$ cat src/sv/bdic_pkg.sv
`timescale 1ns / 1ps
package bdic_pkg;
	localparam int WordW = 64;
	localparam int CodeW = 3;
	localparam int ValW = 33;
	localparam int InDataW = 72;
	localparam int OutDataW = 40;

	typedef enum logic [CodeW-1:0] {
		CODE_I8  = 3'd0,
		CODE_U8  = 3'd1,
		CODE_I16 = 3'd2,
		CODE_U16 = 3'd3,
		CODE_I32 = 3'd4,
		CODE_U32 = 3'd5
	} code_t;

	localparam logic [WordW-1:0] NumOffset = 64'h0002_0000_0000_0000;
	localparam logic [WordW-1:0] NegZero = 64'h8000_0000_0000_0000;

	// Decoded fields of a binary64 value, carried from stage 1 to stage 2.
	typedef struct packed {
		logic        is_num;
		logic        sign;
		logic [10:0] expo;
		logic [51:0] frac;
		logic        neg_zero;
		logic [CodeW-1:0] code;
	} dec_t;

	// Stage 2 result before sign application.
	typedef struct packed {
		logic        bad;
		logic        sign;
		logic [31:0] mag;
	} mag_t;
endpackage

$ cat src/sv/boxed_double_to_int_check_core.sv
`timescale 1ns / 1ps
// Checks a NaN-boxed binary64 word against a small integer type and returns the
// exact integer or a reject flag. A three-stage pipeline (decode, shift to
// magnitude, range check) takes one beat per cycle while the output is not
// stalled; each result is registered through the decode, magnitude and range
// stages in turn, and a stall holds every stage in place.
module boxed_double_to_int_check_core import bdic_pkg::*; (
	input  logic                clk,
	input  logic                arst_n,
	input  logic                s_tvalid,
	output logic                s_tready,
	input  logic [InDataW-1:0]  s_tdata,  // boxed_word[63:0], opcode[66:64], zero pad
	output logic                m_tvalid,
	input  logic                m_tready,
	output logic [OutDataW-1:0] m_tdata   // rejected[0], int_value[33:1], zero pad
);
	logic v_s1, v_s2, v_s3;
	logic adv;
	dec_t dec_c, dec_s1;
	mag_t mag_c, mag_s2;
	logic [CodeW-1:0] code_s2;
	logic rej_c, rej_s3;
	logic [ValW-1:0] val_c, val_s3;

	assign adv = m_tready || !m_tvalid;
	assign s_tready = adv;

	bdic_decode u_dec (.word(s_tdata[63:0]), .code(s_tdata[66:64]), .dec(dec_c));
	bdic_magnitude u_mag (.dec(dec_s1), .mag(mag_c));
	bdic_range u_rng (.mag(mag_s2), .code(code_s2), .rejected(rej_c), .int_value(val_c));

	always_ff @(posedge clk or negedge arst_n) begin
		if (!arst_n) begin
			v_s1 <= 1'b0;
			v_s2 <= 1'b0;
			v_s3 <= 1'b0;
		end else if (adv) begin
			v_s1 <= s_tvalid;
			v_s2 <= v_s1;
			v_s3 <= v_s2;
		end
	end

	always_ff @(posedge clk) begin
		if (adv) begin
			dec_s1 <= dec_c;
			mag_s2 <= mag_c;
			code_s2 <= dec_s1.code;
			rej_s3 <= rej_c;
			val_s3 <= val_c;
		end
	end

	assign m_tvalid = v_s3;
	assign m_tdata = {6'd0, val_s3, rej_s3};

`ifndef SYNTHESIS
	a_rej_zero: assert property (@(posedge clk) disable iff (!arst_n)
		m_tvalid && m_tdata[0] |-> m_tdata[33:1] == '0) else $error("reject with value");
	a_hold: assert property (@(posedge clk) disable iff (!arst_n)
		m_tvalid && !m_tready |=> m_tvalid && $stable(m_tdata)) else $error("stall lost");
	a_flow: assert property (@(posedge clk) disable iff (!arst_n)
		s_tvalid && s_tready |=> v_s1) else $error("beat dropped");
`endif
endmodule

$ cat src/sv/bdic_decode.sv
`timescale 1ns / 1ps
module bdic_decode import bdic_pkg::*; (
	input  logic [WordW-1:0] word,
	input  logic [CodeW-1:0] code,
	output dec_t             dec
);
	logic [WordW-1:0] bits;
	always_comb begin
		bits = word - NumOffset;
		dec.is_num = (word >= NumOffset);
		dec.sign = bits[63];
		dec.expo = bits[62:52];
		dec.frac = bits[51:0];
		dec.neg_zero = (bits == NegZero);
		dec.code = code;
	end
endmodule

$ cat src/sv/bdic_magnitude.sv
`timescale 1ns / 1ps
module bdic_magnitude import bdic_pkg::*; (
	input  dec_t dec,
	output mag_t mag
);
	logic [52:0] mant;
	logic [5:0]  sh;
	logic [84:0] wide;
	logic        zero;
	logic        big;
	logic        frac_bits;
	always_comb begin
		mant = {1'b1, dec.frac};
		zero = (dec.expo == 11'd0) && (dec.frac == 52'd0);
		// Values of 2^32 and above, infinities and NaN all count as too big.
		big = (dec.expo >= 11'd1055);
		sh = 6'd0;
		wide = '0;
		frac_bits = 1'b0;
		mag.mag = '0;
		if (zero) begin
			mag.mag = '0;
		end else if (dec.expo < 11'd1023) begin
			frac_bits = 1'b1;
		end else if (!big) begin
			sh = 6'(dec.expo - 11'd1023);
			wide = {32'd0, mant} << sh;
			mag.mag = wide[83:52];
			frac_bits = (wide[51:0] != 52'd0);
		end
		mag.bad = !dec.is_num || big || frac_bits || (dec.code > CODE_U32)
			|| (dec.neg_zero && (dec.code == CODE_I32 || dec.code == CODE_U32));
		mag.sign = dec.sign && !zero;
	end
endmodule

$ cat src/sv/bdic_range.sv
`timescale 1ns / 1ps
module bdic_range import bdic_pkg::*; (
	input  mag_t             mag,
	input  logic [CodeW-1:0] code,
	output logic             rejected,
	output logic [ValW-1:0]  int_value
);
	logic [31:0] lim;
	logic        ok;
	always_comb begin
		case (code)
			CODE_I8:  lim = mag.sign ? 32'd128 : 32'd127;
			CODE_U8:  lim = mag.sign ? 32'd0 : 32'd255;
			CODE_I16: lim = mag.sign ? 32'd32768 : 32'd32767;
			CODE_U16: lim = mag.sign ? 32'd0 : 32'd65535;
			CODE_I32: lim = mag.sign ? 32'h8000_0000 : 32'h7FFF_FFFF;
			CODE_U32: lim = mag.sign ? 32'd0 : 32'hFFFF_FFFF;
			default:  lim = 32'd0;
		endcase
		ok = !mag.bad && (mag.mag <= lim);
		rejected = !ok;
		if (!ok) begin
			int_value = '0;
		end else if (mag.sign) begin
			int_value = -{1'b0, mag.mag};
		end else begin
			int_value = {1'b0, mag.mag};
		end
	end
endmodule
$ cat config.mk
export PLATFORM = sky130hd
export DESIGN_NAME = boxed_double_to_int_check_core
export DESIGN_NICKNAME = d
export VERILOG_FILES = /design/src/sv/bdic_pkg.sv /design/src/sv/boxed_double_to_int_check_core.sv /design/src/sv/bdic_decode.sv /design/src/sv/bdic_magnitude.sv /design/src/sv/bdic_range.sv
export SDC_FILE = /design/constraint.sdc
export NUM_CORES = 1
export LEC_CHECK = 0
export BUFFER_PORTS_ARGS = -buffer_cell sky130_fd_sc_hd__buf_2
export CAP_MARGIN = 5
export CORE_ASPECT_RATIO = 1.4
export CORE_MARGIN = 2
export CORE_UTILIZATION = 50
export CTS_CLUSTER_DIAMETER = 80
export DETAILED_ROUTE_END_ITERATION = 16
export PLACE_DENSITY = 0.69
export SYNTH_ARGS = -nofsm -noshare
export SYNTH_HDL_FRONTEND = slang
export SYNTH_HIERARCHICAL = 1
export SYNTH_SLANG_ARGS = --single-unit
$ cat constraint.sdc
create_clock -name clk -period 4.6 [get_ports clk]
set_input_delay 0.23 -clock clk [delete_from_list [all_inputs] [get_ports clk]]
set_output_delay 0.23 -clock clk [all_outputs]
set_load 0.02 [all_outputs]
# After elaboration in Yosys (flattened, before gate mapping)
# Index checks and enable logic that the tools add are counted.
# word_totals
register_bits	143
input_bits	76
output_inout_bits	42
word_cells	65
# classes
addsub	3
magnitude_cmp	5
n_eq_ne	8
shifts	1
n_mux	11
reduce_logical	21
# ops
op	count
32-bit one-hot mux with 6 select lines	1
32-bit 2-to-1 mux	3
53-bit by 6-bit << shifter with 84-bit output	1
64-bit == test, second input constant	1
64-bit by 50-bit greater-or-equal comparator with 1-bit output, second input constant	1
64-bit by 50-bit subtractor with 64-bit output, second input constant	1
52-bit logical NOT	1
52-bit nonzero test	1
32-bit negation with 33-bit output	1
32-bit less-or-equal comparator	1
16-bit 2-to-1 mux	2
8-bit 2-to-1 mux	2
3-bit == test, second input constant	4
11-bit greater-or-equal comparator, second input constant	1
11-bit logical NOT	1
11-bit by 10-bit less-than comparator with 1-bit output, second input constant	1
3-bit by 2-bit == test with 1-bit output, second input constant	2
1-bit logical OR	6
6-bit subtractor, second input constant	1
1-bit logical NOT	5
1-bit logical AND	4
3-bit by 1-bit == test with 1-bit output, second input constant	1
3-bit greater-than comparator, second input constant	1
3-bit logical NOT	1
3 further kinds	5

# Logic depth before layout (Yosys ltp)
# Gate-level depths: netlist of run 1.
# logic_depth
depth_word	9
ltp_mapped	19
mapped_depth_nobuf	11

# Hierarchy
# Netlist of run 1, hierarchy kept.
# modules_own_cells
mod	instances	cells_per_inst	area_each_um2	seq_area_each_um2
bdic_magnitude	1	618	4692.0	0.0
boxed_double_to_int_check_core	1	155	4386.7	4279.1
bdic_range	1	240	1759.2	0.0
bdic_decode	1	116	858.3	0.0

# Worst setup path before layout of run 1
# OpenSTA, ideal clock, no wires.
# synth_path
path_type	reg-to-reg
start	register dec_s1[56] (netlist bit)
end	register mag_s2[33] (netlist bit) (data pin)
setup_ns	0.272
arrival_time_ns	3.868
t_required_ns	4.328
path_slack_ns	0.461
stages_incl_launch_ff	18
path_buffers	6
period_less_slack_ns	4.139
cell_sequence	edfxtp_1 -> buf_4 -> inv_4 -> buf_2 -> buf_2 -> buf_2 -> ha_1 -> buf_6 -> buf_6 -> mux2_4 -> mux2i_4 -> mux2i_1 -> a2111o_1 -> a222oi_1 -> and4b_1 -> nand3_1 -> o41ai_1 -> a31oi_1
# synth_rtl
item	line_no	text
start: declaration	boxed_double_to_int_check_core.sv:19	dec_t dec_c, dec_s1;
start signal: assignment	boxed_double_to_int_check_core.sv:46	dec_s1 <= dec_c;
end signal: assignment	boxed_double_to_int_check_core.sv:47	mag_s2 <= mag_c;
end: declaration	boxed_double_to_int_check_core.sv:20	mag_t mag_c, mag_s2;

==> results of run 1 <==
what timing repair did:
action / 4_1_cts / 5_1_grt
setup endpoints to repair: 0 / 0
endpoints found under the hold margin: 51 / 0
hold buffers: 49 / 0
gates resized for setup: 0 / 0
per-layer routing:
metal  up-vias  GRT usage [%]
met2       407           50.4
met1      4462           28.0
met3       114           4.84
li1       4459              -
met4         0           18.9
met5         -              0
cell type report:
cell class                 count  share of cell area (%)
clock inverter                15                    1.39
inverter                      15                   0.445
sequential                   143                    32.4
clock buffer                  17                    3.22
tap                          306                    2.90
timing repair buffer         186                    9.77
multi-input combinational    843                    49.9
power breakdown:
group / internal (mW) / leakage [nW] / switching [mW] / total [mW]
logic: 1.34 / 3.35 / 2.08 / 3.42
registers: 1.74 / 1.48 / 0.241 / 1.98
clock network: 0.859 / 0.286 / 0.570 / 1.43
total: 3.94 / 5.11 / 2.89 / 6.83
synth_stat cells, types with 13 or more instances:
| library cell | count |
|---|---|
| a21oi_1 | 63 |
| mux4_2 | 32 |
| xor2_1 | 43 |
| mux2i_1 | 92 |
| clkbuf_1 | 26 |
| inv_1 | 13 |
| buf_2 | 19 |
| o21ai_0 | 35 |
| buf_4 | 67 |
| nand3_1 | 25 |
| mux2_2 | 30 |
| nand4_1 | 16 |
| nor2_1 | 110 |
| buf_6 | 13 |
| nand2_1 | 62 |
| nor4_1 | 32 |
| nor3_1 | 61 |
| ha_1 | 37 |
| edfxtp_1 | 140 |
| a211oi_1 | 14 |
placed cells by master (no fill, tap or decap), types with 6 or more instances in the layout:
cell           count
edfxtp_1         140
nor2_1           110
buf_2            106
mux2i_1           92
a21oi_1           63
nand2_1           62
nor3_1            61
dlygate4sd3_1     49
xor2_1            40
ha_1              36
o21ai_0           35
nor4_1            32
mux4_2            32
mux2_2            30
buf_4             28
nand3_1           25
clkbuf_16         17
nand4_1           16
a211oi_1          14
inv_1             13
a31oi_1           10
o31ai_1           10
mux2_4             9
or4_1              9
a22oi_1            9
a2111oi_0          8
or3_1              8
o41ai_1            8
nand2b_1           8
a221oi_1           7
conb_1             6
final timing paths:
path | start | to | slack, ns | cells after the start
worst max-delay path | dec_s1[57] | mag_s2[33] | 0.37 | 13
worst min-delay path | s_tdata[38] | dec_s1[42] | 0.02 | 1
worst max register to register | dec_s1[57] | mag_s2[33] | 0.37 | 13
worst min register to register | dec_s1[0] | code_s2[0] | 0.43 | 0
max in group asynchronous | arst_n | v_s2 | 4.36 | 2
min in group asynchronous | arst_n | v_s1 | 0.13 | 2
cells by family after synthesis:
logic type | after synthesis
flops | 143
compound gates | 206
mux | 167
fa+ha+maj | 37
buf+inv | 148
other cells | 1
simple gates | 374
xor+xnor | 53
sequential cells by signal, summed over array words and instances (netlist names):
register,count
v_s1,1
v_s2,1
code_s2,3
val_s3,33
dec_s1,69
m_tvalid,1
rej_s3,1
mag_s2,34
through the flow:
stage,cells,hold WS (ns)
floorplan,1134,-0.0656
global placement,1444,0.0253
detailed placement,1444,0.0288
CTS,1525,0.00144
global route,1525,0.00309
finish,1525,0.0172
==> impl_metrics.prom, run 1 <==
# TYPE chip_impl_metric gauge
chip_impl_metric{name="post_route_cells_drive_above_1_share",unit="%"} 22.7
chip_impl_metric{name="synth_cell_types",unit=""} 81
chip_impl_metric{name="timing.final.crit_period",unit="ns"} 4.23
chip_impl_metric{name="synth_edf_count",unit=""} 140
chip_impl_metric{name="power.leakage",unit="nW"} 5.11
chip_impl_metric{name="drt-initial-drc-count",unit=""} 716
chip_impl_metric{name="postLayoutCoreUtil",unit="%"} 57.2
chip_impl_metric{name="worst_skew_pair.late_latency",unit="ns"} 0.44
chip_impl_metric{name="number_of_iterations_in_the_first_detailed_routing_pass",unit=""} 6
chip_impl_metric{name="finalSetupViolations",unit=""} 0
chip_impl_metric{name="hold_violations",unit=""} 0
chip_impl_info{name="worstHoldPathType",value="input port to flip-flop"} 1
chip_impl_metric{name="floorplan.initialDensity",unit="%"} 50.6
chip_impl_metric{name="final_clock_skew",unit="ns"} 0.00748
chip_impl_info{name="criticalPathCategory",value="flip-flop to flip-flop"} 1
chip_impl_metric{name="share_of_the_synthesized_netlist_area_taken_by_xor_and_xnor_gates",unit="%"} 4.26
chip_impl_metric{name="critPathArrivalTime",unit="ns"} 4.40
chip_impl_metric{name="max-vdd-ir-drop",unit="V"} 0.000489
chip_impl_metric{name="die_w",unit="um"} 133
chip_impl_metric{name="place.detailed.hpwl",unit="um"} 25000
chip_impl_metric{name="syn_area",unit="um^2"} 11700
chip_impl_metric{name="synth-simple-area-share",unit="%"} 16.5
chip_impl_metric{name="syn-mean-instance-area",unit="um^2"} 10.4
chip_impl_metric{name="critical_path_peak_fanout",unit=""} 39
chip_impl_info{name="top_signal_layer_used",value="met4"} 1
chip_impl_metric{name="grt_overflow",unit=""} 0
chip_impl_metric{name="grt_start_max_net_pins",unit=""} 76
chip_impl_metric{name="die_y",unit="um"} 185
chip_impl_metric{name="power-per-cell-area",unit="nW/um^2"} 517
chip_impl_metric{name="seq_area",unit="um^2"} 4280
chip_impl_metric{name="maxSlewHeadroom",unit="%"} 31.1
chip_impl_metric{name="finish.instance_area",unit="um^2"} 13200
chip_impl_metric{name="post_synth_mux_area_share",unit="%"} 18.6
chip_impl_metric{name="multi_input_area",unit="um^2"} 6600
chip_impl_metric{name="post_dp_cell_area",unit="um^2"} 12100
chip_impl_metric{name="ios",unit=""} 118
chip_impl_metric{name="seq_area_frac_synth",unit="%"} 36.6
chip_impl_metric{name="routability_congestion",unit=""} 1.03
chip_impl_metric{name="remaining_drc_errors",unit=""} 0
chip_impl_metric{name="clock_sinks",unit=""} 143
chip_impl_metric{name="worst-endpoint-required",unit="ns"} 4.77
chip_impl_metric{name="finalWirelength",unit="um"} 33300
chip_impl_metric{name="antenna_found_initial",unit=""} 0
chip_impl_metric{name="final_antenna_diode_count",unit=""} 0
chip_impl_metric{name="cp.buffers_inverters",unit=""} 3
chip_impl_metric{name="first_pass_grt_wire_length",unit="um"} 51400
chip_impl_metric{name="num_vias",unit=""} 9442
chip_impl_info{name="critical_path.slowest_cell",value="ha_4"} 1
chip_impl_metric{name="max_stage_delay",unit="ns"} 0.58
chip_impl_metric{name="post_route_clock_period_utilization",unit="%"} 92.1
chip_impl_info{name="tritoncts",value="yes"} 1
chip_impl_metric{name="layout-area-overhead-vs-synth",unit="%"} 13.1
chip_impl_metric{name="setup_tns",unit="ns"} 0
chip_impl_metric{name="synth_async_sr_flop_share",unit="%"} 2.10
chip_impl_metric{name="cts_htree_levels",unit=""} 4
chip_impl_metric{name="synth-compound-area-share",unit="%"} 12.1
chip_impl_info{name="path_delay_family",value="simple AND/OR/NAND/NOR gates"} 1
chip_impl_metric{name="worst_setup_hold_path_clk_slew",unit="ns"} 0.06
chip_impl_metric{name="met2_routed_length",unit="um"} 17500
chip_impl_metric{name="place.port_buffers",unit=""} 106
chip_impl_info{name="clock_tree.root_cell",value="clkbuf_16"} 1
chip_impl_info{name="grt_setup_unrepaired",value="false"} 1
chip_impl_metric{name="met1Wirelength",unit="um"} 12000
chip_impl_info{name="crit_chain",value="inv_1 > ha_4 > buf_12 > mux2i_1 > mux4_2 > nor2_1 > nor3_1 > o211ai_1 > nor4_1 > nand3_1 > o41ai_1 > buf_4 > a31oi_1"} 1
chip_impl_info{name="critPathCaptureType",value="flip-flop"} 1
chip_impl_info{name="critPathLaunchType",value="flip-flop"} 1
chip_impl_metric{name="post-cts-setup-buffers",unit=""} 0
chip_impl_metric{name="synthCells",unit=""} 1129
chip_impl_metric{name="routed_via_density",unit=""} 6.19
chip_impl_metric{name="synthesis.yosys.warnings",unit=""} 6
chip_impl_metric{name="track_usage",unit="%"} 27.3
chip_impl_metric{name="wl_met3",unit="um"} 1530
chip_impl_info{name="main_combinational_cell_family_by_area_after_synthesis",value="multiplexers"} 1
chip_impl_metric{name="nNetsFinal",unit=""} 1319
chip_impl_metric{name="avgRoutedWirePerCell",unit="um"} 21.8
chip_impl_info{name="synth_top_flop_cell",value="edfxtp_1"} 1
chip_impl_metric{name="maxClockFrequency",unit="GHz"} 0.236
chip_impl_metric{name="die_area",unit="um^2"} 24600
chip_impl_metric{name="postSynthRegisterBits",unit=""} 143
chip_impl_metric{name="std_cell_rows",unit=""} 66
chip_impl_metric{name="total_power",unit="mW"} 6.83
chip_impl_metric{name="first_global_vias",unit=""} 9416
chip_impl_info{name="status",value="complete, no violations"} 1
chip_impl_metric{name="timing.max_cap.violations",unit=""} 0
chip_impl_metric{name="cts-buffers-inserted",unit=""} 17
chip_impl_info{name="ys_top_cells_by_area",value="edfxtp_1, mux2i_1, mux4_2, buf_4, ha_1"} 1
chip_impl_metric{name="synth-adder-area-share",unit="%"} 3.96
chip_impl_metric{name="cts_max_path_buffers",unit=""} 2
chip_impl_metric{name="layout.filler_cells",unit=""} 1944
chip_impl_info{name="synth_largest_area_cell",value="edfxtp_1"} 1
chip_impl_metric{name="design.core.area",unit="um^2"} 23100
chip_impl_metric{name="worst-slew-pin-transition",unit="ns"} 1.03
chip_impl_metric{name="finalMaxSlewViolations",unit=""} 0
chip_impl_metric{name="antenna_violating_nets_post_route",unit=""} 0
chip_impl_metric{name="detailedPlace.worstSlack",unit="ns"} 0.501
chip_impl_metric{name="synth.top_cell.area_share",unit="%"} 35.9
chip_impl_metric{name="setup_slack",unit="ns"} 0.366
No activity file was read; power rests on OpenSTA's default activity.
==> inputs of run 2 (changes only) <==
Clock period 4.6 ns to 5.2 ns, I/O delays scaled along.
==> impl_metrics.prom, run 2 (synthesis gave the netlist of run 1 again) <==
# TYPE chip_impl_metric gauge
chip_impl_info{name="status",value="complete, no violations"} 1
chip_impl_metric{name="number_of_iterations_in_the_first_detailed_routing_pass",unit=""} 5
chip_impl_metric{name="drt-initial-drc-count",unit=""} 616
chip_impl_info{name="max_flop_register",value="dec_s1"} 1
chip_impl_metric{name="power.leakage",unit="nW"} 4.92
chip_impl_info{name="grt_setup_unrepaired",value="false"} 1
chip_impl_metric{name="hold_violations",unit=""} 0
chip_impl_info{name="critPathLaunchType",value="flip-flop"} 1
chip_impl_metric{name="grt_overflow",unit=""} 0
chip_impl_metric{name="finalMaxSlewViolations",unit=""} 0
chip_impl_metric{name="worst_r2r_path_depth",unit=""} 11
chip_impl_metric{name="fin_hold_ws",unit="ns"} 0.0168
chip_impl_info{name="worstHoldPathType",value="input port to flip-flop"} 1
chip_impl_metric{name="sw_frac_of_total",unit="%"} 41.8
chip_impl_metric{name="nNetsFinal",unit=""} 1267
chip_impl_metric{name="maxSlewHeadroom",unit="%"} 24.5
chip_impl_info{name="crit_chain",value="inv_1 > ha_4 > buf_4 > mux2i_1 > mux2i_1 > a21oi_1 > nor4b_1 > a21oi_1 > or4_1 > o21ai_0 > a31oi_1"} 1
chip_impl_metric{name="pwr-share-clk",unit="%"} 22.2
chip_impl_metric{name="worst_setup_hold_path_clk_slew",unit="ns"} 0.06
chip_impl_metric{name="finish.instance_area",unit="um^2"} 12800
chip_impl_metric{name="setup_tns",unit="ns"} 0
chip_impl_metric{name="clock_sinks",unit=""} 143
chip_impl_metric{name="first_pass_grt_wire_length",unit="um"} 50600
chip_impl_metric{name="power-per-cell-area",unit="nW/um^2"} 476
chip_impl_info{name="layout.cells.most_common_list",value="edfxtp_1, nor2_1, buf_2, mux2i_1, a21oi_1"} 1
chip_impl_metric{name="design.core.area",unit="um^2"} 23100
chip_impl_metric{name="post_route_clock_period_utilization",unit="%"} 82.7
chip_impl_metric{name="worst-endpoint-required",unit="ns"} 5.37
chip_impl_metric{name="ios",unit=""} 118
chip_impl_metric{name="post_dp_cell_area",unit="um^2"} 12100
chip_impl_metric{name="routability_congestion",unit=""} 1.01
chip_impl_metric{name="comb_power_share",unit="%"} 48.9
chip_impl_metric{name="place.detailed.hpwl",unit="um"} 25400
chip_impl_info{name="critPathCaptureType",value="flip-flop"} 1
chip_impl_info{name="reg_top3",value="dec_s1 (69), mag_s2 (34), val_s3 (33)"} 1
chip_impl_metric{name="track_usage",unit="%"} 26.9
chip_impl_metric{name="critical_path_peak_fanout",unit=""} 37
chip_impl_metric{name="min_delay_path_depth",unit=""} 1
chip_impl_info{name="critical_path.slowest_cell",value="ha_4"} 1
chip_impl_metric{name="remaining_drc_errors",unit=""} 0
chip_impl_metric{name="p_seq_share",unit="%"} 28.9
chip_impl_metric{name="floorplan.initialDensity",unit="%"} 50.6
chip_impl_metric{name="ff2ff_setup_slack",unit="ns"} 0.90
chip_impl_metric{name="cts_max_path_buffers",unit=""} 2
chip_impl_info{name="clock_tree.root_cell",value="clkbuf_16"} 1
chip_impl_metric{name="p_sw",unit="mW"} 2.54
chip_impl_metric{name="final_clock_skew",unit="ns"} 0.00617
chip_impl_metric{name="cell_internal_pwr",unit="mW"} 3.54
chip_impl_metric{name="cts-buffers-inserted",unit=""} 17
chip_impl_info{name="endpoint_of_the_worst_slack_reg_to_reg_timing_path",value="mag_s2[33]"} 1
chip_impl_metric{name="grt_start_max_net_pins",unit=""} 74
chip_impl_metric{name="antenna_violating_nets_post_route",unit=""} 0
chip_impl_info{name="worstSetupStartpoint",value="dec_s1[57]"} 1
chip_impl_info{name="hold_start",value="s_tdata[18]"} 1
chip_impl_metric{name="num_vias",unit=""} 9265
chip_impl_info{name="timing.rr.start",value="dec_s1[57]"} 1
chip_impl_metric{name="post-cts-setup-buffers",unit=""} 0
chip_impl_metric{name="largest_reg_flops",unit=""} 69
chip_impl_metric{name="layout.filler_cells",unit=""} 2055
chip_impl_metric{name="worst-slew-pin-transition",unit="ns"} 1.13
chip_impl_metric{name="place.port_buffers",unit=""} 106
chip_impl_metric{name="finalSetupViolations",unit=""} 0
chip_impl_metric{name="cts_htree_levels",unit=""} 4
chip_impl_metric{name="die_w",unit="um"} 133
chip_impl_metric{name="avgRoutedWirePerCell",unit="um"} 22.0
chip_impl_metric{name="critPathArrivalTime",unit="ns"} 4.47
chip_impl_metric{name="layout-area-overhead-vs-synth",unit="%"} 9.19
chip_impl_metric{name="die_area",unit="um^2"} 24600
chip_impl_info{name="criticalPathCategory",value="flip-flop to flip-flop"} 1
chip_impl_info{name="layout_commonest_cell",value="edfxtp_1"} 1
chip_impl_metric{name="worst_skew_pair.late_latency",unit="ns"} 0.43
chip_impl_metric{name="antenna_found_initial",unit=""} 0
chip_impl_metric{name="max-vdd-ir-drop",unit="V"} 0.000380
chip_impl_info{name="min_to",value="dec_s1[22]"} 1
chip_impl_metric{name="routed_via_density",unit=""} 6.29
chip_impl_metric{name="timing.final.crit_period",unit="ns"} 4.30
chip_impl_metric{name="final_antenna_diode_count",unit=""} 0
chip_impl_metric{name="std_cell_rows",unit=""} 66
chip_impl_metric{name="max_stage_delay",unit="ns"} 0.64
chip_impl_metric{name="first_global_vias",unit=""} 9020
chip_impl_metric{name="timing.max_cap.violations",unit=""} 0
chip_impl_metric{name="post_route_cells_drive_above_1_share",unit="%"} 22.9
chip_impl_metric{name="maxClockFrequency",unit="GHz"} 0.232
chip_impl_metric{name="die_y",unit="um"} 185
chip_impl_info{name="tritoncts",value="yes"} 1
chip_impl_metric{name="finalWirelength",unit="um"} 32400
-- run 2: changes by cell type in the layout (fill, tap and decap cells not counted), sizes merged --
cell	delta
clkinvlp	-4
buf	-9
bufinv	+2
dlygate4sd3	-43
clkinv	+2
-- run 2: worst max-delay path, delay by kind of cell, from the launching register on --
| kind | cells | cell delay [ns] |
|---|---|---|
| buffers and inverters | 2 | 0.51 |
| AO/OA/AOI/OAI | 4 | 0.93 |
| flip-flops | 1 | 0.42 |
| multiplexers | 2 | 0.81 |
| adder cells (fa/ha/maj) | 1 | 0.64 |
| AND/OR/NAND/NOR | 2 | 0.71 |
-- run 2: layer usage --
metal / track usage (%) / vias to the layer above / part of all wire (%)
li1: - / 4356 / -
met1: 28.2 / 4459 / 36
met2: 48.7 / 344 / 52
met3: 4.49 / 106 / 4.5
met4: 19.0 / 0 / 7.5
met5: 0 / - / 0
-- run 2: timing repair --
| item | CTS | global route |
|---|---|---|
| hold endpoints to repair | 8 | 0 |
| resized for setup | 0 | 0 |
| hold buffers | 6 | 0 |
-- run 2: metrics by stage --
step,util [%],std cells,worst slack (ns),power (mW)
floorplan,-,1134,1.06,3.90
global placement,52.1,1435,1.01,4.66
detailed placement,52.1,1435,1.01,4.69
CTS,55.2,1473,1.00,6.06
global route,55.2,1473,0.738,6.42
finish,55.2,1473,0.898,6.08
-- run 2: cell type report --
type	instances	area, um^2	area share (%)
clock buffer	17	425	3.33
clock inverter	15	230	1.80
inverter	15	58.8	0.460
multi-input combinational	843	6600	51.7
sequential	143	4280	33.5
tap	306	383	3.00
timing repair buffer	134	793	6.21
-- run 2: how the worst max path moves through the flow --
stage,end
6_report,mag_s2[33]
3_3_place_gp,mag_s2[33]
2_1_floorplan,mag_s2[33]
4_1_cts,mag_s2[33]
3_5_place_dp,mag_s2[33]
5_1_grt,mag_s2[33]
-- run 2: power by group through the flow --
| stage | clock, mW | sequential [mW] | combinational, mW |
|---|---|---|---|
| floorplan | 0 | 1.77 | 2.13 |
| global placement | 0 | 1.77 | 2.89 |
| detailed placement | 0 | 1.78 | 2.91 |
| CTS | 1.37 | 1.76 | 2.93 |
| global route | 1.43 | 1.78 | 3.21 |
| finish | 1.35 | 1.76 | 2.98 |
==> inputs of run 3 (changes only) <==
Clock period 5.2 ns to 4.2 ns, I/O delays scaled along.
==> impl_metrics.prom, run 3 (synthesis gave the netlist of run 1 again) <==
# TYPE chip_impl_metric gauge
chip_impl_info{name="status",value="complete, no violations"} 1
chip_impl_metric{name="detailedPlace.worstSlack",unit="ns"} 0.209
chip_impl_metric{name="worst_skew_pair.late_latency",unit="ns"} 0.44
chip_impl_info{name="clock_tree.root_cell",value="clkbuf_16"} 1
chip_impl_metric{name="worst-slew-pin-transition",unit="ns"} 0.927
chip_impl_info{name="path_delay_family",value="compound AO/OA/AOI/OAI gates"} 1
chip_impl_metric{name="finalMaxSlewViolations",unit=""} 0
chip_impl_metric{name="post_dp_cell_area",unit="um^2"} 12300
chip_impl_metric{name="remaining_drc_errors",unit=""} 0
chip_impl_info{name="critical_path.slowest_cell",value="a211oi_1"} 1
chip_impl_metric{name="largest_reg_flops",unit=""} 69
chip_impl_metric{name="ios",unit=""} 118
chip_impl_metric{name="power.leakage",unit="nW"} 5.21
chip_impl_metric{name="design.core.area",unit="um^2"} 23100
chip_impl_metric{name="die_area",unit="um^2"} 24600
chip_impl_metric{name="cts_htree_levels",unit=""} 4
chip_impl_info{name="layout_commonest_cell",value="edfxtp_1"} 1
chip_impl_metric{name="critPathArrivalTime",unit="ns"} 4.33
chip_impl_metric{name="clock_sinks",unit=""} 143
chip_impl_metric{name="floorplan.initialDensity",unit="%"} 50.6
chip_impl_info{name="crit_chain",value="inv_1 > ha_4 > buf_4 > mux2_4 > mux2i_4 > mux2i_1 > a211oi_1 > mux2i_1 > nor4_1 > nand3_1 > o41ai_1 > buf_4 > a31oi_1"} 1
chip_impl_metric{name="p_sw",unit="mW"} 3.23
chip_impl_metric{name="cts_max_path_buffers",unit=""} 2
chip_impl_info{name="critPathCaptureType",value="flip-flop"} 1
chip_impl_metric{name="max_stage_delay",unit="ns"} 0.65
chip_impl_metric{name="nNetsFinal",unit=""} 1345
chip_impl_info{name="max_flop_register",value="dec_s1"} 1
chip_impl_metric{name="comb_power_share",unit="%"} 51.8
chip_impl_metric{name="die_w",unit="um"} 133
chip_impl_metric{name="max-vdd-ir-drop",unit="V"} 0.000388
chip_impl_metric{name="die_y",unit="um"} 185
chip_impl_metric{name="power-per-cell-area",unit="nW/um^2"} 556
chip_impl_metric{name="cell_internal_pwr",unit="mW"} 4.21
chip_impl_metric{name="finalWirelength",unit="um"} 33800
chip_impl_metric{name="place.port_buffers",unit=""} 106
chip_impl_info{name="reg_top3",value="dec_s1 (69), mag_s2 (34), val_s3 (33)"} 1
chip_impl_metric{name="std_cell_rows",unit=""} 66
chip_impl_metric{name="drt-initial-drc-count",unit=""} 702
chip_impl_metric{name="antenna_violating_nets_post_route",unit=""} 0
chip_impl_metric{name="layout-area-overhead-vs-synth",unit="%"} 14.4
chip_impl_metric{name="first_global_vias",unit=""} 9308
chip_impl_metric{name="finalSetupViolations",unit=""} 0
chip_impl_metric{name="maxSlewHeadroom",unit="%"} 36.6
chip_impl_metric{name="number_of_iterations_in_the_first_detailed_routing_pass",unit=""} 5
chip_impl_metric{name="post_route_clock_period_utilization",unit="%"} 98.9
chip_impl_info{name="critPathLaunchType",value="flip-flop"} 1
chip_impl_metric{name="hold_violations",unit=""} 0
chip_impl_metric{name="grt_overflow",unit=""} 0
chip_impl_metric{name="cp.buffers_inverters",unit=""} 3
chip_impl_info{name="criticalPathCategory",value="flip-flop to flip-flop"} 1
chip_impl_metric{name="routability_congestion",unit=""} 1.06
chip_impl_metric{name="final_non_filler_cells",unit=""} 1552
chip_impl_metric{name="routed_via_density",unit=""} 6.25
chip_impl_info{name="grt_setup_unrepaired",value="false"} 1
chip_impl_metric{name="place.detailed.instances",unit=""} 1465
chip_impl_metric{name="num_vias",unit=""} 9695
chip_impl_metric{name="final_clock_skew",unit="ns"} 0.00994
chip_impl_metric{name="cts-buffers-inserted",unit=""} 17
chip_impl_metric{name="p_seq_share",unit="%"} 29.0
chip_impl_metric{name="worst_setup_hold_path_clk_slew",unit="ns"} 0.06
chip_impl_metric{name="grt_start_max_net_pins",unit=""} 145
chip_impl_info{name="layout.cells.most_common_list",value="edfxtp_1, nor2_1, buf_2, mux2i_1, a21oi_1"} 1
chip_impl_metric{name="finish.instance_area",unit="um^2"} 13400
chip_impl_metric{name="total_power",unit="mW"} 7.44
chip_impl_metric{name="pwr-share-clk",unit="%"} 19.1
chip_impl_metric{name="antenna_found_initial",unit=""} 0
chip_impl_metric{name="timing.max_cap.violations",unit=""} 0
chip_impl_metric{name="sw_frac_of_total",unit="%"} 43.4
chip_impl_metric{name="avgRoutedWirePerCell",unit="um"} 21.8
chip_impl_metric{name="timing.final.crit_period",unit="ns"} 4.15
chip_impl_info{name="worstHoldPathType",value="input port to flip-flop"} 1
chip_impl_metric{name="maxClockFrequency",unit="GHz"} 0.241
chip_impl_metric{name="first_pass_grt_wire_length",unit="um"} 51700
chip_impl_metric{name="track_usage",unit="%"} 27.6
chip_impl_metric{name="worst-endpoint-required",unit="ns"} 4.37
chip_impl_metric{name="setup_tns",unit="ns"} 0
chip_impl_metric{name="critical_path_peak_fanout",unit=""} 21
chip_impl_info{name="tritoncts",value="yes"} 1
chip_impl_metric{name="post_route_cells_drive_above_1_share",unit="%"} 24.1
chip_impl_metric{name="setup_slack",unit="ns"} 0.0465
chip_impl_metric{name="place.detailed.hpwl",unit="um"} 25300
[run 3: changes by cell type in the layout (fill, tap and decap cells not counted), moves of 2 or more]
cell / delta
clkinv_1: -2
bufinv_16: -5
clkinv_2: +2
dlygate4sd3_1: +48
clkinvlp_4: +4
inv_8: +2
buf_4: +30
[run 3: what timing repair did]
item / 4_1_cts / 5_1_grt
setup endpoints to repair: 0 / 1
gates resized for setup: 0 / 1
endpoints found under the hold margin: 56 / 0
buffers inserted: 0 / 0
hold buffers: 54 / 0
[run 3: per-stage QoR]
| stage | hold WS, ns | utilization (%) |
|---|---|---|
| floorplan | -0.0856 | - |
| global placement | 0.00530 | 53.1 |
| detailed placement | 0.00971 | 53.1 |
| CTS | 0.0548 | 57.8 |
| global route | 0.0851 | 57.9 |
| finish | 0.0728 | 57.9 |
[run 3: path summary, 6_finish.rpt]
path / endpoint / startpoint / cells past startpoint / slack [ns]
max: mag_s2[33] / dec_s1[57] / 13 / 0.05
min: dec_s1[53] / s_tdata[49] / 2 / 0.07
max reg2reg: mag_s2[33] / dec_s1[57] / 13 / 0.05
min reg2reg: code_s2[0] / dec_s1[0] / 0 / 0.43
max in group asynchronous: v_s1 / arst_n / 2 / 3.99
min in group asynchronous: v_s2 / arst_n / 2 / 0.11
[run 3: metal layers]
layer	share of wire (%)	wire, um	global-route usage [%]	vias up
li1	-	-	-	4521
met1	35	11900	29.1	4670
met2	54	18100	51.4	405
met3	4.8	1620	3.61	99
met4	6.3	2140	18.1	0
met5	0	0	0	-
[run 3: worst register-to-register path, cell delays in order, from the launching register on]
cell and delay [ns]:
edfxtp_1 0.43, inv_1 0.12, ha_4 0.48, buf_4 0.23, mux2_4 0.34, mux2i_4 0.17
mux2i_1 0.15, a211oi_1 0.65, mux2i_1 0.16, nor4_1 0.32, nand3_1 0.15, o41ai_1 0.42
buf_4 0.18, a31oi_1 0.07
[run 3: power groups by stage]
| stage | registers, mW | clock network, mW | logic, mW |
|---|---|---|---|
| after floorplan | 2.19 | 0 | 2.64 |
| after global placement | 2.18 | 0 | 3.67 |
| after detailed placement | 2.19 | 0 | 3.71 |
| after CTS | 2.16 | 1.44 | 3.76 |
| after global routing | 2.19 | 1.51 | 4.11 |
| final | 2.16 | 1.42 | 3.85 |
[run 3: layout make-up]
type	count	area [um^2]
clock buffers	17	425
flip-flops and latches	143	4280
clock inverters	15	126
repair buffers	212	1500
multi-input cells	843	6610
inverters	15	58.8
diodes	1	2.50
fillers	1971	9740
well taps	306	383
